`src/design/lvdl_pkg.sv`:
```
// Package for the vibrato delay line: shared types, fixed-point constants
// and the sine magnitude lookup. No dependencies.
`default_nettype none

package lvdl_pkg;

   // Widths fixed by the sample formats
   localparam int SAMPLE_W    = 12;
   localparam int RING_WORD_W = 13;
   localparam int DEPTH_W     = 16;
   localparam int FRAC_W      = 16;
   localparam int STEP_W      = 17;

   localparam logic [RING_WORD_W-1:0] MIDSCALE  = 13'd2048;
   localparam logic [SAMPLE_W-1:0]    DAC_MAX   = 12'd4095;
   localparam logic [31:0]            LFO_STEP_RESET = 32'd486958;

   // Depth = knob * 0.8 * 65536 / 4095, done as multiply then reciprocal
   localparam logic [15:0] DEPTH_SCALE = 16'd52429;
   localparam int          KNOB_SHIFT  = 40;
   localparam logic [63:0] KNOB_RECIP  = ((64'd1 << 40) + 64'd4094) / 64'd4095;

   // Excursion divide by 127 through a reciprocal
   localparam int          EXC_SHIFT  = 31;
   localparam logic [63:0] EXC_RECIP  = ((64'd1 << 31) + 64'd126) / 64'd127;
   localparam logic [6:0]  EXC_ROUND  = 7'd126;

   // Sine index scaling shift
   localparam int ROM_SHIFT = 34;

   localparam logic [STEP_W-1:0] UNIT_STEP = 17'd65536;

   // Sequencer states
   typedef enum logic [3:0] {
      ST_IDLE,
      ST_DEPTH_MUL,
      ST_ROM_MUL,
      ST_SINE,
      ST_EXC_MUL,
      ST_EXC_DIV,
      ST_PTR,
      ST_RD_I0,
      ST_RD_I1,
      ST_CAP_B1,
      ST_INTERP,
      ST_OUT
   } state_type;

   // Per-state strobes from the sequencer
   typedef struct packed {
      logic accept;
      logic depth_mul;
      logic rom_mul;
      logic sine_rd;
      logic exc_mul;
      logic exc_div;
      logic ptr_upd;
      logic rd_i0;
      logic rd_i1;
      logic cap_b1;
      logic interp_mul;
      logic out_load;
   } ctrl_type;

   // First quadrant of trunc(127 * sin), 65 points
   localparam logic [6:0] QUARTER_SINE [0:64] = '{
      7'd0,   7'd3,   7'd6,   7'd9,   7'd12,  7'd15,  7'd18,  7'd21,  7'd24,  7'd27,
      7'd30,  7'd33,  7'd36,  7'd39,  7'd42,  7'd45,  7'd48,  7'd51,  7'd54,  7'd57,
      7'd59,  7'd62,  7'd65,  7'd67,  7'd70,  7'd73,  7'd75,  7'd78,  7'd80,  7'd82,
      7'd85,  7'd87,  7'd89,  7'd91,  7'd94,  7'd96,  7'd98,  7'd100, 7'd102, 7'd103,
      7'd105, 7'd107, 7'd108, 7'd110, 7'd112, 7'd113, 7'd114, 7'd116, 7'd117, 7'd118,
      7'd119, 7'd120, 7'd121, 7'd122, 7'd123, 7'd123, 7'd124, 7'd125, 7'd125, 7'd126,
      7'd126, 7'd126, 7'd126, 7'd126, 7'd127
   };

   // Magnitude of the sine entry; the sign is idx[7]
   function automatic logic [6:0] sine_mag(input logic [7:0] idx);
      logic [6:0] q;
      logic [7:0] mirror;
      q      = idx[6:0];
      mirror = 8'd128 - {1'b0, q};
      if (q <= 7'd64) begin
         sine_mag = QUARTER_SINE[q];
      end else begin
         sine_mag = QUARTER_SINE[mirror[6:0]];
      end
   endfunction

endpackage

`default_nettype wire

```
`src/design/lvdl_interp.sv`:
```
// Linear interpolation between two ring words, recentering and clamping.
// Uses lvdl_pkg.
`default_nettype none

module lvdl_interp
   import lvdl_pkg::*;
(
   input  wire logic                     clock,
   input  wire ctrl_type                 ctrl,
   input  wire logic [RING_WORD_W-1:0]   ring_word,
   input  wire logic [FRAC_W-1:0]        frac,
   output logic      [SAMPLE_W-1:0]      dac_value
);

   logic signed [RING_WORD_W-1:0] b0_ff;
   logic signed [RING_WORD_W-1:0] b1_ff;
   logic signed [30:0]            prod_ff;

   logic signed [RING_WORD_W:0]   diff;
   logic signed [30:0]            prod_in;
   logic signed [15:0]            sum;

   // Difference times fraction
   always_comb begin
      diff    = $signed({b1_ff[RING_WORD_W-1], b1_ff}) -
                $signed({b0_ff[RING_WORD_W-1], b0_ff});
      prod_in = 31'(diff) * 31'($signed({1'b0, frac}));
   end

   // Capture ring words and the product
   always_ff @(posedge clock) begin
      if (ctrl.rd_i1) begin
         b0_ff <= $signed(ring_word);
      end
      if (ctrl.cap_b1) begin
         b1_ff <= $signed(ring_word);
      end
      if (ctrl.interp_mul) begin
         prod_ff <= prod_in;
      end
   end

   // Floor shift, recenter, clamp
   always_comb begin
      sum = 16'(b0_ff) + 16'($signed(prod_ff[30:16])) + $signed(16'(MIDSCALE));
      if (sum < 16'sd0) begin
         dac_value = '0;
      end else if (sum > $signed(16'(DAC_MAX))) begin
         dac_value = DAC_MAX;
      end else begin
         dac_value = sum[SAMPLE_W-1:0];
      end
   end

endmodule

`default_nettype wire

```
`config.mk`:
```
export PLATFORM = sky130hd
export DESIGN_NAME = lvdl_interp
export DESIGN_NICKNAME = d
export VERILOG_FILES = /design/src/design/lvdl_pkg.sv /design/src/design/lvdl_interp.sv
export SDC_FILE = /design/constraint.sdc
export NUM_CORES = 1
export LEC_CHECK = 0
export BUFFER_PORTS_ARGS = -buffer_cell sky130_fd_sc_hd__buf_2
export CORE_ASPECT_RATIO = 1.75
export CORE_MARGIN = 4
export CORE_UTILIZATION = 65
export CTS_BUF_LIST = sky130_fd_sc_hd__clkbuf_8
export DETAILED_ROUTE_END_ITERATION = 12
export PLACE_DENSITY_LB_ADDON = 0.25
export SYNTH_ARGS = -nofsm -noshare
export SYNTH_HDL_FRONTEND = slang
export SYNTH_SLANG_ARGS = --single-unit
export TNS_END_PERCENT = 5
```
`constraint.sdc`:
```
create_clock -name clock -period 8.6 [get_ports clock]
set_input_delay 1.72 -clock clock [delete_from_list [all_inputs] [get_ports clock]]
set_output_delay 1.72 -clock clock [all_outputs]
set_load 0.05 [all_outputs]
```
==> summary.md <==
| Metric | Value |
|---|---|
| Multi-input logic area | 8140 µm² |
| Setup total negative slack | 0 ps |
| Worst Tran Pin Value | 1140 ps |
| CP Capture Type | flop |
| Antenna-violating nets left | 0 |
| Grt ovf | 0 |
| WL per Instance | 17.6 µm |
| Synth area leaders | fa_1, ha_1, edfxtp_1, inv_1, nand2_1 |
| Longest Clk Path Bufs | 2 |
| Die Width | 103 µm |
| Crit-path max FO | 8 |
| Placer congestion estimate | 0.855 |
| Distinct cells, synth | 52 |
| Biggest area consumer among synthesized cells | fa_1 |
| Synth Register Bits | 41 |
| DR DRC count | 0 |
| Antenna violations before repair | 0 |
| Die height | 175 µm |
| Die Area | 18000 µm² |
| Via Count | 7729 |
| Top_reg_cell synth | edfxtp_1 |
| Top cells by count, synth | inv_1, fa_1, nand2_1 |
| Asr flop ratio synth | 0% |
| Max_cap viols | 0 |
| CTS tree | built |
| Fmax | 0.123 GHz |
| Syn Std Cell Area | 10300 µm² |
| Via density | 5.84 |
| Cell with the most instances after synthesis | inv_1 |
| Dpl hpwl | 19.1 mm |
| Share of cells above drive strength 1 | 6.77% |
| Total number of yosys warnings | 0 |
| Fillers | 1211 |
| Area Growth Syn to Fin | 4.90% |
| DRT iter0 DRCs | 379 |
| Final Max Tran Viols | 0 |
| Yosys top cell area share | 32.4% |
| Final Cycle Share | 94.8% |
| Postcts setup bufs | 0 |
| Crit Path Category | flop to flop |
| Initial core utilization | 66.7% |
| Largest net degree at the start of global routing | 35 |
| Hold Path Class | input pin to flop |
| Number of core rows | 60 |
| CTS sink cnt | 41 |
| CTS Hold Bufs | 0 |
| Clk_skew | 7.63 ps |
| Register area | 1230 µm² |
| GRT Total Usage | 27.5% |
| Syn avg cell area | 9.30 µm² |
| Final Hold Fails | 0 |
| Register area share after synthesis | 11.9% |
| Worst setup SP type | flop |
| Crit path required time | 8660 ps |
| RSZ-0062 raised after global routing | no |
| Post-CTS Resized | 0 |
| Ant. Diodes | 0 |
| First-pass GRT wire length | 38.9 mm |
| Core area | 15500 µm² |
| # H-tree levels | 2 |
| Drt pass-1 iters | 4 |
| Number of flops mapped to enable cells by yosys | 41 |
| Syn Inst Count | 1108 |
| Final setup violation count | 0 |
| Vias in the first global route | 8354 |
| Clock root buffer | clkbuf_8 |
| Number of top-level pins | 54 |
| Syn Nets | 1468 |
| Clock-pin slew on the worst setup and hold paths | 80 ps |
| Clk Latency, worst-skew pair | 300 ps |
| Port Buffers | 44 |
| Outcome | complete, no violations |
| Final Critical Period | 8150 ps |
| Fin nets | 1497 |
| Final WL | 23.4 mm |
| Num CTS Buffers | 5 |
| Worst EP arrival | 8210 ps |
| Slew headroom | 23.4% |
[kinds of logic after synthesis]
logic type,Yosys count,share of synthesized area [%]
AND/OR/NAND/NOR,327,15.3
adder cells (fa/ha/maj),318,50.8
buffers and inverters,250,9.18
AO/OA/AOI/OAI,120,8.08
flip-flops,41,11.9
XOR/XNOR,34,2.89
multiplexers,18,1.83
[sequential cells by signal (all words and copies together), names as in the netlist]
signal,cells
prod_ff,15
b0_ff,13
b1_ff,13
[path summary, 6_finish.rpt]
path / from / to / slack (ps) / cells past startpoint
worst max-delay path: b0_ff[0]$_DFFE_PP_ / prod_ff[26]$_DFFE_PP_ / 450 / 25
worst min-delay path: ring_word[12] / b1_ff[12]$_DFFE_PP_ / 1610 / 1
worst min register to register: b1_ff[12]$_DFFE_PP_ / prod_ff[30]$_DFFE_PP_ / 1720 / 9
worst max register to register: b0_ff[0]$_DFFE_PP_ / prod_ff[26]$_DFFE_PP_ / 450 / 25
[critical path: stages, from the launching register on]
cell      delay, ps
edfxtp_1        400
ha_1            250
fa_1            420
nor2b_1         130
o21ai_0         120
a21boi_1        300
o221a_2         260
nor2_1           90
o211ai_1        770
nand2_1         160
fa_1            520
inv_1            60
fa_1            550
fa_1            450
fa_1            460
fa_1            490
inv_1            50
fa_1            470
inv_1            40
ha_1            340
a21oi_1         180
o21ai_0         160
or3_1           400
a311o_1         430
a311oi_2        310
xnor2_1          90
[layer usage]
metal,GRT usage (%),wire length (µm),vias up
met3,2.00,1170,59
met2,49.7,12600,241
li1,-,-,3565
met1,33.9,8820,3864
met4,9.45,728,0
met5,0,0,-
[layout make-up]
type	instances	share of cell area, %
Multi-Input combinational cell	817	75.3
Tap cell	186	2.15
Clock buffer	5	0.636
Clock inverter	3	0.116
Sequential cell	41	11.4
Inverter	214	7.43
Timing Repair Buffer	58	3.01
[layout by cell type (no fill, tap or decap), types with 15 or more instances in the layout]
| master | instances |
|---|---|
| nor2_1 | 32 |
| and2_1 | 44 |
| o21ai_0 | 16 |
| ha_1 | 151 |
| fa_1 | 167 |
| nand2b_1 | 33 |
| edfxtp_1 | 41 |
| a21o_1 | 15 |
| inv_1 | 214 |
| nand2_1 | 153 |
| buf_2 | 44 |
| o21a_1 | 20 |
| xnor2_1 | 22 |
| a21oi_1 | 31 |
| nor2b_1 | 34 |
[per-stage QoR]
stage	hold WS (ps)	worst slack (ps)	std cells	utilization (%)	instance area [µm²]
5_1_grt	1610	26.7	1324	69.9	10800
2_1_floorplan	1170	1120	1108	-	10300
4_1_cts	1610	489	1324	69.9	10800
3_5_place_dp	1700	508	1316	69.4	10700
3_3_place_gp	1650	595	1316	69.4	10700
6_report	1610	446	1324	69.9	10800
Power is left out: the tool's default activity adds up to more than one toggle a clock period on the data nets, which glitch-free logic cannot reach.
