**src/design/lvdl_pkg.sv**
```systemverilog
// Package for the vibrato delay line: shared types, fixed-point constants
// and the sine magnitude lookup. No dependencies.
`default_nettype none

package lvdl_pkg;

   // Widths fixed by the sample formats
   localparam int SAMPLE_W    = 12;
   localparam int RING_WORD_W = 13;
   localparam int DEPTH_W     = 16;
   localparam int FRAC_W      = 16;
   localparam int STEP_W      = 17;

   localparam logic [RING_WORD_W-1:0] MIDSCALE  = 13'd2048;
   localparam logic [SAMPLE_W-1:0]    DAC_MAX   = 12'd4095;
   localparam logic [31:0]            LFO_STEP_RESET = 32'd486958;

   // Depth = knob * 0.8 * 65536 / 4095, done as multiply then reciprocal
   localparam logic [15:0] DEPTH_SCALE = 16'd52429;
   localparam int          KNOB_SHIFT  = 40;
   localparam logic [63:0] KNOB_RECIP  = ((64'd1 << 40) + 64'd4094) / 64'd4095;

   // Excursion divide by 127 through a reciprocal
   localparam int          EXC_SHIFT  = 31;
   localparam logic [63:0] EXC_RECIP  = ((64'd1 << 31) + 64'd126) / 64'd127;
   localparam logic [6:0]  EXC_ROUND  = 7'd126;

   // Sine index scaling shift
   localparam int ROM_SHIFT = 34;

   localparam logic [STEP_W-1:0] UNIT_STEP = 17'd65536;

   // Sequencer states
   typedef enum logic [3:0] {
      ST_IDLE,
      ST_DEPTH_MUL,
      ST_ROM_MUL,
      ST_SINE,
      ST_EXC_MUL,
      ST_EXC_DIV,
      ST_PTR,
      ST_RD_I0,
      ST_RD_I1,
      ST_CAP_B1,
      ST_INTERP,
      ST_OUT
   } state_type;

   // Per-state strobes from the sequencer
   typedef struct packed {
      logic accept;
      logic depth_mul;
      logic rom_mul;
      logic sine_rd;
      logic exc_mul;
      logic exc_div;
      logic ptr_upd;
      logic rd_i0;
      logic rd_i1;
      logic cap_b1;
      logic interp_mul;
      logic out_load;
   } ctrl_type;

   // First quadrant of trunc(127 * sin), 65 points
   localparam logic [6:0] QUARTER_SINE [0:64] = '{
      7'd0,   7'd3,   7'd6,   7'd9,   7'd12,  7'd15,  7'd18,  7'd21,  7'd24,  7'd27,
      7'd30,  7'd33,  7'd36,  7'd39,  7'd42,  7'd45,  7'd48,  7'd51,  7'd54,  7'd57,
      7'd59,  7'd62,  7'd65,  7'd67,  7'd70,  7'd73,  7'd75,  7'd78,  7'd80,  7'd82,
      7'd85,  7'd87,  7'd89,  7'd91,  7'd94,  7'd96,  7'd98,  7'd100, 7'd102, 7'd103,
      7'd105, 7'd107, 7'd108, 7'd110, 7'd112, 7'd113, 7'd114, 7'd116, 7'd117, 7'd118,
      7'd119, 7'd120, 7'd121, 7'd122, 7'd123, 7'd123, 7'd124, 7'd125, 7'd125, 7'd126,
      7'd126, 7'd126, 7'd126, 7'd126, 7'd127
   };

   // Magnitude of the sine entry; the sign is idx[7]
   function automatic logic [6:0] sine_mag(input logic [7:0] idx);
      logic [6:0] q;
      logic [7:0] mirror;
      q      = idx[6:0];
      mirror = 8'd128 - {1'b0, q};
      if (q <= 7'd64) begin
         sine_mag = QUARTER_SINE[q];
      end else begin
         sine_mag = QUARTER_SINE[mirror[6:0]];
      end
   endfunction

endpackage

`default_nettype wire

```
**src/design/lvdl_ctrl.sv**
```systemverilog
// Item sequencer for the vibrato delay line: walks one item through the
// modulation, ring read and interpolation steps. Uses lvdl_pkg.
`default_nettype none

module lvdl_ctrl
   import lvdl_pkg::*;
(
   input  wire logic clock,
   input  wire logic reset,
   input  wire logic req_valid,
   input  wire logic out_free,
   output logic      req_stall,
   output ctrl_type  ctrl
);

   state_type state_ff;
   state_type state_in;

   // State register
   always_ff @(posedge clock) begin
      if (reset) begin
         state_ff <= ST_IDLE;
      end else begin
         state_ff <= state_in;
      end
   end

   // Next state
   always_comb begin
      state_in = state_ff;
      case (state_ff)
         ST_IDLE:      if (req_valid) state_in = ST_DEPTH_MUL;
         ST_DEPTH_MUL: state_in = ST_ROM_MUL;
         ST_ROM_MUL:   state_in = ST_SINE;
         ST_SINE:      state_in = ST_EXC_MUL;
         ST_EXC_MUL:   state_in = ST_EXC_DIV;
         ST_EXC_DIV:   state_in = ST_PTR;
         ST_PTR:       state_in = ST_RD_I0;
         ST_RD_I0:     state_in = ST_RD_I1;
         ST_RD_I1:     state_in = ST_CAP_B1;
         ST_CAP_B1:    state_in = ST_INTERP;
         ST_INTERP:    state_in = ST_OUT;
         ST_OUT:       if (out_free) state_in = ST_IDLE;
         default:      state_in = ST_IDLE;
      endcase
   end

   // Strobes
   always_comb begin
      ctrl      = '0;
      req_stall = (state_ff != ST_IDLE);
      case (state_ff)
         ST_IDLE:      ctrl.accept     = req_valid;
         ST_DEPTH_MUL: ctrl.depth_mul  = 1'b1;
         ST_ROM_MUL:   ctrl.rom_mul    = 1'b1;
         ST_SINE:      ctrl.sine_rd    = 1'b1;
         ST_EXC_MUL:   ctrl.exc_mul    = 1'b1;
         ST_EXC_DIV:   ctrl.exc_div    = 1'b1;
         ST_PTR:       ctrl.ptr_upd    = 1'b1;
         ST_RD_I0:     ctrl.rd_i0      = 1'b1;
         ST_RD_I1:     ctrl.rd_i1      = 1'b1;
         ST_CAP_B1:    ctrl.cap_b1     = 1'b1;
         ST_INTERP:    ctrl.interp_mul = 1'b1;
         ST_OUT:       ctrl.out_load   = out_free;
         default:      ctrl            = '0;
      endcase
   end

`ifndef SYNTHESIS
   // An accepted transaction always starts the modulation chain
   a_accept_starts: assert property (@(posedge clock) disable iff (reset)
      ctrl.accept |=> (state_ff == ST_DEPTH_MUL))
      else $error("accepted transaction did not start the sequence");

   // A blocked result holds the sequencer in the output step
   a_out_holds: assert property (@(posedge clock) disable iff (reset)
      (state_ff == ST_OUT && !out_free) |=> (state_ff == ST_OUT))
      else $error("sequencer left output step with result blocked");
`endif

endmodule

`default_nettype wire

```
**config.mk**
```make
export PLATFORM = sky130hd
export DESIGN_NAME = lvdl_ctrl
export DESIGN_NICKNAME = d
export VERILOG_FILES = /design/src/design/lvdl_pkg.sv /design/src/design/lvdl_ctrl.sv
export SDC_FILE = /design/constraint.sdc
export NUM_CORES = 1
export LEC_CHECK = 0
export BUFFER_PORTS_ARGS = -buffer_cell sky130_fd_sc_hd__buf_2
export CORE_AREA = 2 2 39 41
export CTS_CLUSTER_SIZE = 25
export DETAILED_ROUTE_END_ITERATION = 12
export DIE_AREA = 0 0 41 43
export SLEW_MARGIN = 20
export SYNTH_ARGS = -nofsm -noshare
export SYNTH_HDL_FRONTEND = slang
export SYNTH_SLANG_ARGS = --single-unit
```
**constraint.sdc**
```tcl
create_clock -name clock -period 1.3 [get_ports clock]
set_input_delay 0.13 -clock clock [delete_from_list [all_inputs] [get_ports clock]]
set_output_delay 0.13 -clock clock [all_outputs]
set_load 0.01 [all_outputs]
```
==> run_summary.xml <==
<?xml version="1.0" encoding="UTF-8"?>
<metrics>
  <group name="sta">
    <metric name="report.final.slew_viol_count" unit="">0</metric>
    <metric name="finalSetupViolations" unit="">9</metric>
    <metric name="layout_setup_ws" unit="ns">-0.1736</metric>
    <metric name="min_period" unit="ns">1.474</metric>
    <metric name="grt_setup_unrepaired" unit="">true</metric>
    <metric name="worst-slew-pin-transition" unit="ns">0.1857</metric>
    <metric name="timing.fmax" unit="GHz">0.6786</metric>
    <metric name="clock_skew" unit="ns">0.001176</metric>
    <metric name="maxSlewHeadroom" unit="%">87.59</metric>
    <metric name="finalHoldViolCount" unit="">0</metric>
    <metric name="finalCritPeriodShare" unit="%">113.4</metric>
  </group>
  <group name="worst_setup_path">
    <metric name="crit-reg2reg-capture" unit="">state_ff[3]</metric>
    <metric name="worst_r2r_startpoint" unit="">state_ff[2]</metric>
    <metric name="critical_path_arrival" unit="ns">1.34</metric>
    <metric name="cp-endpoint" unit="">ctrl[11]</metric>
    <metric name="regToRegSetupSlack" unit="ns">-0.06</metric>
    <metric name="timing.critical_path.max_delay_family" unit="">simple AND/OR/NAND/NOR gates</metric>
    <metric name="worst-setup-path-type" unit="">reg2out</metric>
    <metric name="path_max_fanout" unit="">3</metric>
    <metric name="worst_r2r_path_depth" unit="">4</metric>
    <metric name="crit_path_cell_chain" unit="">or4_4 -&gt; nor2_2 -&gt; buf_2</metric>
    <metric name="critPathRequiredTime" unit="ns">1.17</metric>
    <metric name="critical_path.slowest_cell" unit="">or4_4</metric>
    <metric name="critical_path_launch_point_type" unit="">flip-flop</metric>
    <metric name="timing.critical_path.from" unit="">state_ff[2]</metric>
    <metric name="crit_path_end_kind" unit="">output pin</metric>
    <metric name="cpPeakStageDelay" unit="ns">0.55</metric>
    <metric name="critical_path_cell_count" unit="">3</metric>
    <metric name="critPathBufInv" unit="">1</metric>
  </group>
  <group name="floorplan">
    <metric name="dieWidth" unit="um">41</metric>
    <metric name="floorplan.core_area" unit="um2">1384</metric>
    <metric name="initial_utilization" unit="%">22.97</metric>
    <metric name="io-pin-count" unit="">17</metric>
    <metric name="design.die.area" unit="um2">1763</metric>
    <metric name="num_rows" unit="">14</metric>
    <metric name="die-height" unit="um">43</metric>
  </group>
  <group name="logic_synthesis">
    <metric name="synth_ff_type" unit="">dfxtp_1</metric>
    <metric name="synth_fp_nets" unit="">44</metric>
    <metric name="ys_top_cells_by_count" unit="">nor2_1, nor3_1, dfxtp_1</metric>
    <metric name="synthDistinctLibCells" unit="">22</metric>
    <metric name="synth-edff-count" unit="">0</metric>
    <metric name="yosys_register_bits" unit="">4</metric>
    <metric name="post-synth-top-area-cell" unit="">dfxtp_1</metric>
    <metric name="synth_most_common_cell" unit="">nor2_1</metric>
    <metric name="post_synth_design_cell_area" unit="um2">317.8</metric>
    <metric name="yosys.area.top_type_share" unit="%">25.20</metric>
    <metric name="synth-seq-area-share" unit="%">25.20</metric>
    <metric name="postSynthCellCount" unit="">40</metric>
    <metric name="top_area_cells_in_the_synthesized_netlist" unit="">dfxtp_1, nor3_1, nor2_1</metric>
    <metric name="yosys_warnings" unit="">0</metric>
    <metric name="synthArstFlopShare" unit="%">0</metric>
    <metric name="syn-mean-instance-area" unit="um2">7.945</metric>
  </group>
  <group name="power_and_ir_drop">
    <metric name="total_internal_power" unit="mW">0.5773</metric>
    <metric name="switch_share" unit="%">38.46</metric>
    <metric name="switching_power" unit="mW">0.3608</metric>
    <metric name="power_frac_seq" unit="%">23.1</metric>
    <metric name="p_leak" unit="nW">0.2866</metric>
    <metric name="combinationalPowerShare" unit="%">60.3</metric>
    <metric name="peakVddDrop" unit="mV">0.4797</metric>
    <metric name="power" unit="mW">0.9381</metric>
    <metric name="power.clock.fraction" unit="%">16.5</metric>
    <metric name="cellPowerDensity" unit="nW/um2">1651</metric>
  </group>
  <group name="cells_and_area">
    <metric name="final_nets" unit="">72</metric>
    <metric name="largest_register_ffs" unit="">4</metric>
    <metric name="registers.top_by_ff_count" unit="">state_ff</metric>
    <metric name="util_after_layout" unit="%">41.05</metric>
    <metric name="antenna_cells_inserted" unit="">0</metric>
    <metric name="finalInstanceArea" unit="um2">568.0</metric>
    <metric name="area_growth" unit="%">78.74</metric>
    <metric name="seq_area" unit="um2">92.59</metric>
    <metric name="nFillCells" unit="">153</metric>
    <metric name="biggestRegsByFlops" unit="">state_ff: 4 flops</metric>
    <metric name="drive_gt1_share" unit="%">81.82</metric>
    <metric name="total_area_of_multi_input_combinational_cells" unit="um2">259.0</metric>
    <metric name="final-instance-count-excl-fill" unit="">82</metric>
  </group>
  <group name="placed_design">
    <metric name="gp_congestion" unit="">0.6845</metric>
    <metric name="instance_count_after_placement_with_tap_cells_included" unit="">72</metric>
    <metric name="place.detailed.hpwl" unit="um">568.6</metric>
    <metric name="placement.setup.worst_slack" unit="ns">-0.006826</metric>
    <metric name="dpl_cell_area" unit="um2">412.9</metric>
    <metric name="numPortBuffers" unit="">16</metric>
  </group>
  <group name="clocking">
    <metric name="post_cts_hold_buffer_count" unit="">0</metric>
    <metric name="cts_num_sinks" unit="">4</metric>
    <metric name="clk-insertion-delay-late" unit="ns">0.23</metric>
    <metric name="cts-buffers-inserted" unit="">3</metric>
    <metric name="cts.htree.levels" unit="">1</metric>
    <metric name="cts-root-to-sink-buffers" unit="">2</metric>
    <metric name="tritoncts" unit="">done</metric>
    <metric name="cell_chosen_for_the_clock_root" unit="">clkbuf_4</metric>
    <metric name="clk_pin_slew_worst_paths" unit="ns">0.04</metric>
  </group>
  <group name="grt">
    <metric name="groute.usage.overall" unit="%">11.95</metric>
    <metric name="initial_antenna_violation_count" unit="">0</metric>
    <metric name="grt_pass1_vias" unit="">361</metric>
    <metric name="overflow" unit="">0</metric>
    <metric name="grt_max_degree" unit="">9</metric>
    <metric name="grt_pass1_wl" unit="um">1449</metric>
  </group>
  <group name="routing">
    <metric name="remaining_drc_errors" unit="">0</metric>
    <metric name="detail_route.iter0.violations" unit="">6</metric>
    <metric name="routed_len_inst" unit="um">11.37</metric>
    <metric name="detail_route.first_pass.iterations" unit="">2</metric>
    <metric name="postRouteAntennaNets" unit="">0</metric>
    <metric name="drt_total_wl" unit="um">932</metric>
    <metric name="viasPerCell" unit="">4.805</metric>
    <metric name="detailroute.via_count" unit="">394</metric>
  </group>
  <group name="min_path">
    <metric name="hold_path_depth" unit="">2</metric>
    <metric name="min_path_type" unit="">in2reg</metric>
  </group>
  <group name="run_status">
    <metric name="status" unit="">finished with violations</metric>
    <metric name="violations_in_the_final_reports" unit="">negative setup slack</metric>
  </group>
  <group name="flow_run">
    <metric name="drv_cap" unit="">0</metric>
  </group>
</metrics>
[metal layers]
layer / up-vias / part of all wire [%] / GRT usage, %
met5: - / 0 / 0
met4: 0 / 0 / 6.000
met3: 0 / 5.2 / 1.571
met2: 10 / 58 / 21.25
met1: 191 / 36 / 12.54
li1: 193 / - / -
[power groups by stage]
stage,Sequential [mW],Combinational (mW),Clock [mW]
floorplan,0.165,0.321,0
global route,0.224,0.612,0.169
finish,0.217,0.566,0.155
CTS,0.210,0.531,0.160
global placement,0.208,0.368,0
detailed placement,0.209,0.366,0
[per-stage QoR]
step	hold slack [ns]	TNS (ns)
after floorplan	0.2068	-0.02206
after global placement	0.3102	0
after detailed placement	0.3119	-0.006826
after CTS	0.05684	-0.5982
after global routing	0.06665	-1.107
final	0.06435	-0.5916
[cells by family (layout without fill, tap and decap cells)]
family	after synthesis	in the layout	synth area share, %
buffers and inverters	5	31	12.20
muxes	1	1	3.543
AOI/OAI and AO/OA	7	7	16.54
DFF	4	4	25.20
and+or+nand+nor	22	22	39.77
xor gates and xnor gates	1	1	2.756
[worst min-delay path by stage]
stage               start     endpoint  slack, ns
global route        reset  state_ff[2]       0.07
finish              reset  state_ff[2]       0.06
CTS                 reset  state_ff[2]       0.06
floorplan           reset  state_ff[2]       0.21
global placement    reset  state_ff[2]       0.31
detailed placement  reset  state_ff[2]       0.31
[final cells by class]
type / instances / share of cell area, %
Clock buffer: 3 / 3.965
Inverter: 1 / 0.6608
Multi-Input combinational cell: 31 / 45.59
Sequential cell: 4 / 16.30
Tap cell: 16 / 3.524
Timing Repair Buffer: 27 / 29.96
[cells in the final DEF (no fill, tap or decap)]
master / count
buf_2: 16
buf_4: 9
nor2_2: 6
nor3_2: 4
or2b_4: 3
clkbuf_4: 3
dfxtp_4: 3
nor3_1: 2
a21oi_1: 2
buf_6: 2
nand2b_4: 1
nand2_1: 1
nor2_1: 1
or4_4: 1
inv_1: 1
nand3_1: 1
nand4b_1: 1
or4_1: 1
a21o_1: 1
a22o_2: 1
o21bai_4: 1
a21oi_2: 1
a21o_2: 1
xor2_1: 1
mux2_2: 1
dfxtp_2: 1
[what timing repair did]
action / CTS / global route
buffers inserted: 8 / 0
gates resized for setup: 15 / 10
pin swaps: 4 / 4
endpoints found under the setup margin: 14 / 16
cloned: 0 / 0
Power figures use the tool's default switching activity.
