--- src/design/lvdl_pkg.sv ---
// Package for the vibrato delay line: shared types, fixed-point constants
// and the sine magnitude lookup. No dependencies.
`default_nettype none

package lvdl_pkg;

   // Widths fixed by the sample formats
   localparam int SAMPLE_W    = 12;
   localparam int RING_WORD_W = 13;
   localparam int DEPTH_W     = 16;
   localparam int FRAC_W      = 16;
   localparam int STEP_W      = 17;

   localparam logic [RING_WORD_W-1:0] MIDSCALE  = 13'd2048;
   localparam logic [SAMPLE_W-1:0]    DAC_MAX   = 12'd4095;
   localparam logic [31:0]            LFO_STEP_RESET = 32'd486958;

   // Depth = knob * 0.8 * 65536 / 4095, done as multiply then reciprocal
   localparam logic [15:0] DEPTH_SCALE = 16'd52429;
   localparam int          KNOB_SHIFT  = 40;
   localparam logic [63:0] KNOB_RECIP  = ((64'd1 << 40) + 64'd4094) / 64'd4095;

   // Excursion divide by 127 through a reciprocal
   localparam int          EXC_SHIFT  = 31;
   localparam logic [63:0] EXC_RECIP  = ((64'd1 << 31) + 64'd126) / 64'd127;
   localparam logic [6:0]  EXC_ROUND  = 7'd126;

   // Sine index scaling shift
   localparam int ROM_SHIFT = 34;

   localparam logic [STEP_W-1:0] UNIT_STEP = 17'd65536;

   // Sequencer states
   typedef enum logic [3:0] {
      ST_IDLE,
      ST_DEPTH_MUL,
      ST_ROM_MUL,
      ST_SINE,
      ST_EXC_MUL,
      ST_EXC_DIV,
      ST_PTR,
      ST_RD_I0,
      ST_RD_I1,
      ST_CAP_B1,
      ST_INTERP,
      ST_OUT
   } state_type;

   // Per-state strobes from the sequencer
   typedef struct packed {
      logic accept;
      logic depth_mul;
      logic rom_mul;
      logic sine_rd;
      logic exc_mul;
      logic exc_div;
      logic ptr_upd;
      logic rd_i0;
      logic rd_i1;
      logic cap_b1;
      logic interp_mul;
      logic out_load;
   } ctrl_type;

   // First quadrant of trunc(127 * sin), 65 points
   localparam logic [6:0] QUARTER_SINE [0:64] = '{
      7'd0,   7'd3,   7'd6,   7'd9,   7'd12,  7'd15,  7'd18,  7'd21,  7'd24,  7'd27,
      7'd30,  7'd33,  7'd36,  7'd39,  7'd42,  7'd45,  7'd48,  7'd51,  7'd54,  7'd57,
      7'd59,  7'd62,  7'd65,  7'd67,  7'd70,  7'd73,  7'd75,  7'd78,  7'd80,  7'd82,
      7'd85,  7'd87,  7'd89,  7'd91,  7'd94,  7'd96,  7'd98,  7'd100, 7'd102, 7'd103,
      7'd105, 7'd107, 7'd108, 7'd110, 7'd112, 7'd113, 7'd114, 7'd116, 7'd117, 7'd118,
      7'd119, 7'd120, 7'd121, 7'd122, 7'd123, 7'd123, 7'd124, 7'd125, 7'd125, 7'd126,
      7'd126, 7'd126, 7'd126, 7'd126, 7'd127
   };

   // Magnitude of the sine entry; the sign is idx[7]
   function automatic logic [6:0] sine_mag(input logic [7:0] idx);
      logic [6:0] q;
      logic [7:0] mirror;
      q      = idx[6:0];
      mirror = 8'd128 - {1'b0, q};
      if (q <= 7'd64) begin
         sine_mag = QUARTER_SINE[q];
      end else begin
         sine_mag = QUARTER_SINE[mirror[6:0]];
      end
   endfunction

endpackage

`default_nettype wire

--- src/design/lvdl_lfo.sv ---
// Modulation path: knob depth, LFO phase, sine lookup, excursion and the
// fixed-point read pointer. Uses lvdl_pkg.
`default_nettype none

module lvdl_lfo
   import lvdl_pkg::*;
#(
   parameter int RING_DEPTH   = 512,
   parameter int SINE_ENTRIES = 256,
   parameter int KNOB_PERIOD  = 256
) (
   input  wire logic                                 clock,
   input  wire logic                                 reset,
   input  wire ctrl_type                             ctrl,
   input  wire logic [31:0]                          lfo_step,
   input  wire logic [SAMPLE_W-1:0]                  depth_knob,
   output logic      [$clog2(RING_DEPTH)+FRAC_W-1:0] read_pos
);

   localparam int AW = $clog2(RING_DEPTH);
   localparam int PW = AW + FRAC_W;
   localparam int TW = (KNOB_PERIOD > 1) ? $clog2(KNOB_PERIOD) : 1;
   localparam int JW = $clog2(SINE_ENTRIES);
   localparam int SW = $clog2(SINE_ENTRIES + 1);
   localparam logic [63:0] ROM_RECIP =
      ((64'd1 << ROM_SHIFT) + 64'(SINE_ENTRIES) - 64'd1) / 64'(SINE_ENTRIES);
   localparam logic [PW:0] POS_MOD = (PW+1)'(RING_DEPTH) << FRAC_W;

   logic [TW-1:0]        knob_tick_ff;
   logic [SAMPLE_W-1:0]  knob_ff;
   logic                 knob_load_ff;
   logic [31:0]          phase_ff;
   logic [27:0]          knob_prod_ff;
   logic [JW-1:0]        j_ff;
   logic [DEPTH_W-1:0]   mod_depth_ff;
   logic [7:0]           rom_idx_ff;
   logic [6:0]           s_mag_ff;
   logic                 s_neg_ff;
   logic [22:0]          exc_ff;
   logic                 exc_neg_ff;
   logic [DEPTH_W-1:0]   q_ff;
   logic [PW-1:0]        read_pos_ff;

   logic [32+SW-1:0]     j_prod;
   logic [56:0]          depth_prod;
   logic [JW+8+30:0]     rom_prod;
   logic [47:0]          q_prod;
   logic [22:0]          exc_in;
   logic [STEP_W-1:0]    step_in;
   logic [PW:0]          pos_sum;
   logic [PW:0]          pos_wrap;

   // Products and pointer arithmetic
   always_comb begin
      j_prod     = (32+SW)'(phase_ff) * (32+SW)'(SINE_ENTRIES);
      depth_prod = 57'(knob_prod_ff) * 57'(KNOB_RECIP[28:0]);
      rom_prod   = (JW+39)'({j_ff, 8'd0}) * (JW+39)'(ROM_RECIP[30:0]);
      exc_in     = 23'(s_mag_ff) * 23'(mod_depth_ff);
      if (s_neg_ff) begin
         exc_in = exc_in + 23'(EXC_ROUND);
      end
      q_prod     = 48'(exc_ff) * 48'(EXC_RECIP[24:0]);
      if (exc_neg_ff) begin
         step_in = UNIT_STEP - STEP_W'(q_ff);
      end else begin
         step_in = UNIT_STEP + STEP_W'(q_ff);
      end
      pos_sum  = (PW+1)'(read_pos_ff) + (PW+1)'(step_in);
      pos_wrap = (pos_sum >= POS_MOD) ? (pos_sum - POS_MOD) : pos_sum;
   end

   // Architectural state: tick, phase, depth, pointer
   always_ff @(posedge clock) begin
      if (reset) begin
         knob_tick_ff <= '0;
         phase_ff     <= '0;
         mod_depth_ff <= '0;
         read_pos_ff  <= '0;
      end else begin
         if (ctrl.accept) begin
            phase_ff <= phase_ff + lfo_step;
            if (knob_tick_ff == TW'(KNOB_PERIOD - 1)) begin
               knob_tick_ff <= '0;
            end else begin
               knob_tick_ff <= knob_tick_ff + 1'b1;
            end
         end
         if (ctrl.rom_mul && knob_load_ff) begin
            mod_depth_ff <= depth_prod[KNOB_SHIFT +: DEPTH_W];
         end
         if (ctrl.ptr_upd) begin
            read_pos_ff <= pos_wrap[PW-1:0];
         end
      end
   end

   // Per-item pipeline registers
   always_ff @(posedge clock) begin
      if (ctrl.accept) begin
         knob_ff      <= depth_knob;
         knob_load_ff <= (knob_tick_ff == TW'(KNOB_PERIOD - 1));
      end
      if (ctrl.depth_mul) begin
         knob_prod_ff <= 28'(knob_ff) * 28'(DEPTH_SCALE);
         j_ff         <= j_prod[32 +: JW];
      end
      if (ctrl.rom_mul) begin
         rom_idx_ff <= rom_prod[ROM_SHIFT +: 8];
      end
      if (ctrl.sine_rd) begin
         s_mag_ff <= sine_mag(rom_idx_ff);
         s_neg_ff <= rom_idx_ff[7];
      end
      if (ctrl.exc_mul) begin
         exc_ff     <= exc_in;
         exc_neg_ff <= s_neg_ff;
      end
      if (ctrl.exc_div) begin
         q_ff <= q_prod[EXC_SHIFT +: DEPTH_W];
      end
   end

   assign read_pos = read_pos_ff;

`ifndef SYNTHESIS
   // Pointer stays inside the ring
   a_pos_in_ring: assert property (@(posedge clock) disable iff (reset)
      ({1'b0, read_pos_ff} < POS_MOD))
      else $error("read pointer outside the ring");
`endif

endmodule

`default_nettype wire

--- config.mk ---
export PLATFORM = sky130hd
export DESIGN_NAME = lvdl_lfo
export DESIGN_NICKNAME = d
export VERILOG_FILES = /design/src/design/lvdl_pkg.sv /design/src/design/lvdl_lfo.sv
export SDC_FILE = /design/constraint.sdc
export NUM_CORES = 1
export LEC_CHECK = 0
export BUFFER_PORTS_ARGS = -buffer_cell sky130_fd_sc_hd__buf_2
export CAP_MARGIN = 20
export CORE_MARGIN = 2
export CORE_UTILIZATION = 35
export CTS_CLUSTER_DIAMETER = 40
export DETAILED_ROUTE_END_ITERATION = 6
export SYNTH_ARGS = -nofsm -noshare
export SYNTH_HDL_FRONTEND = slang
export SYNTH_SLANG_ARGS = --single-unit
--- constraint.sdc ---
create_clock -name clock -period 6.6 [get_ports clock]
set_clock_uncertainty 0.05 [all_clocks]
set_input_delay 0.99 -clock clock [delete_from_list [all_inputs] [get_ports clock]]
set_output_delay 0.99 -clock clock [all_outputs]
set_load 0.02 [all_outputs]
==> results of run 1 <==
registers in the layout, summed over array words and instances (netlist names), 12 cells and up:
| name | count |
|---|---|
| mod_depth_ff | 16 |
| phase_ff | 32 |
| knob_ff | 12 |
| q_ff | 16 |
| read_pos | 25 |
| exc_ff | 23 |
| knob_prod_ff | 28 |
cell families (layout without fill, tap and decap cells):
group                    count (synthesis)  count (layout)  synth area share
XOR/XNOR                               155             155            0.0572
AO/OA/AOI/OAI                          513             513             0.141
multiplexers                            37              37            0.0173
flip-flops                             186             186             0.201
adder cells (fa/ha/maj)                650             650             0.394
AND/OR/NAND/NOR                        608             608             0.125
buffers and inverters                  402             464            0.0639
synth_stat cells (23+ instances only):
cell,instances,area share
a21oi_1,156,0.033
nand2_1,174,0.028
xor2_1,56,0.021
and2_1,87,0.023
fa_1,162,0.14
nor2_1,145,0.023
nor3_1,23,0.0049
xnor2_1,99,0.037
a21o_1,76,0.024
and3_1,26,0.0069
nand3_1,46,0.0097
mux2i_1,33,0.014
clkbuf_1,44,0.0070
dfxtp_1,81,0.068
nor2b_1,24,0.0063
inv_1,349,0.055
edfxtp_1,105,0.13
ha_1,488,0.26
o21ai_0,96,0.020
critical path, cell delays in order, from the launching register on:
cell      delay (ns)
edfxtp_1        0.63
and2_1          0.29
fa_1            0.53
inv_1           0.05
fa_1            0.47
inv_1           0.05
fa_1            0.53
inv_1           0.06
fa_1            0.52
inv_1           0.04
ha_1            0.32
o21a_1          0.12
a21oi_1         0.33
xnor2_1         0.23
nand4_1         0.16
nor2b_1         0.28
nand4_1         0.23
nor3_2          0.33
nand4b_1        0.15
xor2_1          0.17
area by class of cell:
class / count / area (um2)
clock buffer: 18 / 429
inverter: 351 / 1320
sequential: 186 / 4770
multi-input combinational: 1963 / 17400
clock inverter: 14 / 150
tap: 873 / 1090
timing repair buffer: 81 / 415
fill: 6745 / 41600
worst paths after layout:
path               start  depth (start not counted)  slack (ns)            end
min reg2reg      j_ff[1]                          0        0.37  rom_idx_ff[1]
max reg2reg  s_mag_ff[3]                         19        0.80     exc_ff[21]
min              j_ff[1]                          0        0.37  rom_idx_ff[1]
max          s_mag_ff[3]                         19        0.80     exc_ff[21]
per-layer routing:
metal | vias to the layer above | part of all wire
met4 | 0 | 0.015
met3 | 43 | 0.030
met1 | 8156 | 0.49
li1 | 8968 | -
met5 | - | 0
met2 | 239 | 0.47
through the flow:
stage	instances	worst slack, ns	cell area (um2)	util
2_1_floorplan	2551	1.31	23700	-
3_3_place_gp	3453	0.768	25000	0.373
3_5_place_dp	3453	0.797	25000	0.373
4_1_cts	3485	0.761	25600	0.381
5_1_grt	3486	0.333	25600	0.381
6_report	3486	0.798	25600	0.381
==> reports/qor.yml, run 1 <==
floorplanning:
  start_util: 0.353
  rows: 95
  io_pins: 83
  die_y_um: 264
  dieArea_mm2: 0.0699
  core-area_mm2: 0.0672
  die_x_um: 264
job:
  maxCapViolations: 0
worst_setup_path:
  end_kind: "flop"
  arrival_ns: 5.97
  path_class: "flop to flop"
  critPathLaunchType: "flop"
  cp_max_fo: 16
  cp.required_ns: 6.76
place:
  io_buffers: 77
  dp_hpwl_mm: 41.3
  gp_congestion: 0.891
drt:
  wirelength_mm: 50.3
  ant_nets: 0
  wire_per_inst_um: 14.4
  first_pass_iters: 5
  vias: 17400
  vias_per_cell: 4.99
  first_iter_violations: 757
  drc: 0
grt:
  top_usage_layer: "met2"
  grt_util_met1: 0.201
  grt_pass1_wl_mm: 86.9
  met2_usage: 0.257
  grt_overflow: 0
  grt_antenna_before_repair: 1
  first_global_vias: 17600
  met3_usage: 0.0226
  grt_max_degree: 69
  grtUsageTotal: 0.151
sta:
  fmaxAchievable_mhz: 172
  hold_ws_ns: 0.373
  post-route-min-period_ns: 5.80
  tightest_slew_ns: 0.906
  maxSlewViolCount: 0
  rsz0062_at_grt: "false"
  setup_viol: 0
  finalHoldViolCount: 0
  min_period_over_period: 0.879
  tns_ns: 0
  relSlewSlack: 0.392
layout:
  final_cell_mix: "ha_1 (488), inv_1 (349), nand2_1 (174), fa_1 (162), a21oi_1 (156)"
  post_route_cells_drive_above_1_share: 0.0547
  final_common_cell: "ha_1"
  n_antenna_cell: 0
  nets: 3308
  syn_to_final_growth_pct: 7.96
yosys:
  synth_cell_types: 80
  avgSynthCellArea_um2: 9.30
  synthFlopType: "edfxtp_1"
  synth_fp_nets: 3259
  ys_seq_elements: 186
  synth-edff-count: 105
  yosysWarnings: 0
  synth_cells: 2551
  syn_area_mm2: 0.0237
  ys_seq_area_frac: 0.201
  synthArstFlopShare: 0
clock_tree:
  post-cts-setup-buffers: 0
  clk_latency_ns: 0.49
  clock_sinks: 186
  numCtsBuffers: 17
  clk_pin_slew_ns: 0.08
  postCtsResizedCells: 0
  htree_num_levels: 4
  clk_path_buf_depth: 2
  cts_tree: "done"
  cts-root-buf: "clkbuf_16"
  cts_hold_buf: 0
hold_path:
  hold_class: "flop to flop"
run_status:
  status: "finished, final reports clean"
Power of run 1 is not shown: default switching activity piles up to over one toggle a cycle in this logic, so the estimate is an artifact.
==> run 2: changes to the inputs <==
Settings changed: ABC_AREA set to 1, ABC_CLOCK_PERIOD_IN_PS set to 6600, CORE_UTILIZATION 35 to 64, PLACE_DENSITY set to 0.82.
==> run 2 against run 1 <==
Against the previous run:
- sequential share of layout area is 2.1 points lower
- first-iteration DRC count is 120% higher
- synthesized area is 16% higher
- final cell count is 26% higher
- synthesized cell count is 49% higher
- routed wire length is 36% higher
- critical path depth is 3 higher
- fmax is 11% higher
- die area is 36% lower
- clock-buffer cell count is 1 higher
- critical path type unchanged
- critical endpoint is now exc_ff[19]
- largest cell class unchanged
- highest routed layer unchanged
==> reports/qor.yml, run 2 <==
yosys:
  ys_seq_area_frac: 0.174  # -0.0275
  synth_fp_nets: 4519  # +39%
  synth_area_leader_cell: "ha_1"
  ys_seq_elements: 186  # unchanged
  yosysWarnings: 0  # unchanged
  synthAdderAreaFrac: 0.340  # -0.0538
  synth_cell_types: 58  # -28%
  synthArstFlopShare: 0  # unchanged
  synth_compound_area_frac: 0.113  # -0.0280
  synth-xor-area-share: 0.0334  # -0.0238
  synth_top_area_frac: 0.222  # -0.0352
  yosysMostFrequentCell: "nand2_1"
  muxShareOfSynthArea: 0  # -0.0173
  netlist_top_cells_area: "ha_1 (22%), fa_1 (12%), edfxtp_1 (11%)"
  synth_cells: 3811  # +49%
  syn_area_mm2: 0.0275  # +16%
  yosys.area_share.simple: 0.228  # +0.104
  avgSynthCellArea_um2: 7.21  # -22%
  synth-edff-count: 105  # unchanged
  synthTopCellsByCount: "nand2_1 (767), inv_1 (726), ha_1 (488), nor2_1 (420), a21oi_1 (247)"
  synth_top_family_by_area: "adder cells"
  synthFlopType: "edfxtp_1"
drt:
  ant_nets: 0  # unchanged
  vias_per_cell: 5.58  # +12%
  first_pass_iters: 6  # +1
  wire_per_inst_um: 15.5  # +7.7%
  first_iter_violations: 1664  # +120%
  vias: 24600  # +41%
  drc: 0  # unchanged
  wirelength_mm: 68.4  # +36%
sta:
  fmaxAchievable_mhz: 191  # +11%
  min_period_over_period: 0.792  # -0.0867
  setup_viol: 0  # unchanged
  tightest_slew_ns: 0.896  # -0.0103 ns
  maxSlewViolCount: 0  # unchanged
  finalHoldViolCount: 0  # unchanged
  tns_ns: 0  # unchanged
  relSlewSlack: 0.402  # +0.0105
  rsz0062_at_grt: "false"
  post-route-min-period_ns: 5.23  # -0.572 ns
layout:
  largest_register: "phase_ff"
  largest_reg_flops: 32  # unchanged
  final_cell_mix: "nand2_1 (767), inv_1 (726), ha_1 (488), nor2_1 (420), a21oi_1 (247)"
  n_antenna_cell: 0  # unchanged
  final_cell_count_no_fill: 4400  # +26%
  final_common_cell: "nand2_1"
  fillers: 3668  # -46%
  nets: 4556  # +38%
  post_route_cells_drive_above_1_share: 0.0471  # -0.00759
  syn_to_final_growth_pct: 5.12
place:
  gp_congestion: 1.01  # +14%
  io_buffers: 77  # unchanged
  dpl.cell_count: 4368  # +26%
  dp_hpwl_mm: 57.3  # +39%
clock_tree:
  cts-root-buf: "clkbuf_16"
  cts_tree: "done"
  numCtsBuffers: 17  # unchanged
  clock_sinks: 186  # unchanged
  postCtsResizedCells: 0  # unchanged
  post-cts-setup-buffers: 0  # unchanged
  clk_path_buf_depth: 2  # unchanged
  clk_pin_slew_ns: 0.07  # about the same
  clk_latency_ns: 0.50  # about the same
  cts_hold_buf: 0  # unchanged
  htree_num_levels: 4  # unchanged
worst_setup_path:
  crit_path_top_delay_cell: "edfxtp_1"
  cp_num_buf_inv: 4  # unchanged
  path_common_cell: "nand2_1"
  cp_max_fo: 16  # unchanged
  path_class: "flop to flop"
  arrival_ns: 5.43  # -0.54 ns
  regToRegSetupSlack_ns: 1.37  # +0.57 ns
  critical-path-top-delay-family: "adder cells"
  cp.required_ns: 6.80  # +0.04 ns
  cpPeakStageDelay_ns: 0.75  # +0.12 ns
  critPathLaunchType: "flop"
  end_kind: "flop"
  path_cells: "nand2_1 -> fa_1 -> fa_1 -> inv_1 -> fa_1 -> inv_1 -> fa_1 -> inv_1 -> ha_1 -> nand2_1 -> nor2_1 -> nand2_1 -> nand4_1 -> nand2_1 -> nor2_1 -> nand2_1 -> nor2_2 -> nand3_2 -> nor2_2 -> nand2_1 -> nand2_1 -> inv_1"
grt:
  grt_overflow: 0  # unchanged
  grt_antenna_before_repair: 0  # -1
  grtUsageTotal: 0.318  # +0.166
  grt_max_degree: 55  # -20%
  grt_pass1_wl_mm: 114  # +31%
  first_global_vias: 24200  # +38%
floorplanning:
  die_y_um: 211  # -20%
  core-area_mm2: 0.0421  # -37%
  die_x_um: 211  # -20%
  start_util: 0.652  # +0.299
  rows: 75  # -21%
  dieArea_mm2: 0.0446  # -36%
  io_pins: 83  # unchanged
job:
  maxCapViolations: 0  # unchanged
hold_path:
  hold_class: "flop to flop"
run_status:
  status: "finished, final reports clean"
-- run 2: cell type report --
type,instances,area (um2),share of cell area
clock inverters,13,136,0.00472
clock buffers,19,433,0.0150
repair buffers,81,415,0.0144
inverters,743,2790,0.0966
flip-flops and latches,186,4770,0.165
well taps,539,674,0.0234
multi-input cells,2819,19700,0.681
-- run 2: per-layer routing --
metal / vias to the layer above / wire length (um) / track usage
met2: 714 / 32900 / 0.563
met5: - / 0 / 0
met3: 198 / 3670 / 0.0474
met4: 0 / 3120 / 0.151
li1: 12400 / - / -
met1: 11300 / 28700 / 0.378
-- run 2: through the flow --
stage          cell area (um2)  hold WS (ns)  setup slack (ns)  utilization
2_1_floorplan            27500         0.350              1.73            -
4_1_cts                  28900         0.372              1.40        0.685
3_5_place_dp             28300         0.355              1.44        0.672
3_3_place_gp             28300         0.352              1.52        0.672
5_1_grt                  28900         0.384              1.03        0.685
6_report                 28900         0.371              1.37        0.685
-- run 2: kinds of logic (layout without fill, tap and decap cells) --
group	after synthesis	count (layout)
flops	186	186
fa+ha+maj	650	650
buf+inv	806	856
simple gates	1502	1502
xor+xnor	104	104
compound gates	563	563
-- run 2: worst reg2reg max path, cell delays in order (launching register included) --
cell and delay, ns:
edfxtp_1 0.75, nand2_1 0.18, fa_1 0.53, fa_1 0.55, inv_1 0.07, fa_1 0.53, inv_1 0.05, fa_1 0.53
inv_1 0.04, ha_1 0.36, nand2_1 0.12, nor2_1 0.17, nand2_1 0.10, nand4_1 0.08, nand2_1 0.08, nor2_1 0.12
nand2_1 0.12, nor2_2 0.15, nand3_2 0.12, nor2_2 0.11, nand2_1 0.07, nand2_1 0.06, inv_1 0.04
-- run 2: worst paths after layout --
path              endpoint        start  cells after the start
min          rom_idx_ff[1]      j_ff[1]                      0
min reg2reg  rom_idx_ff[1]      j_ff[1]                      0
max reg2reg     exc_ff[19]  s_mag_ff[6]                     22
max             exc_ff[19]  s_mag_ff[6]                     22
Power of run 2 is left out for the same reason.
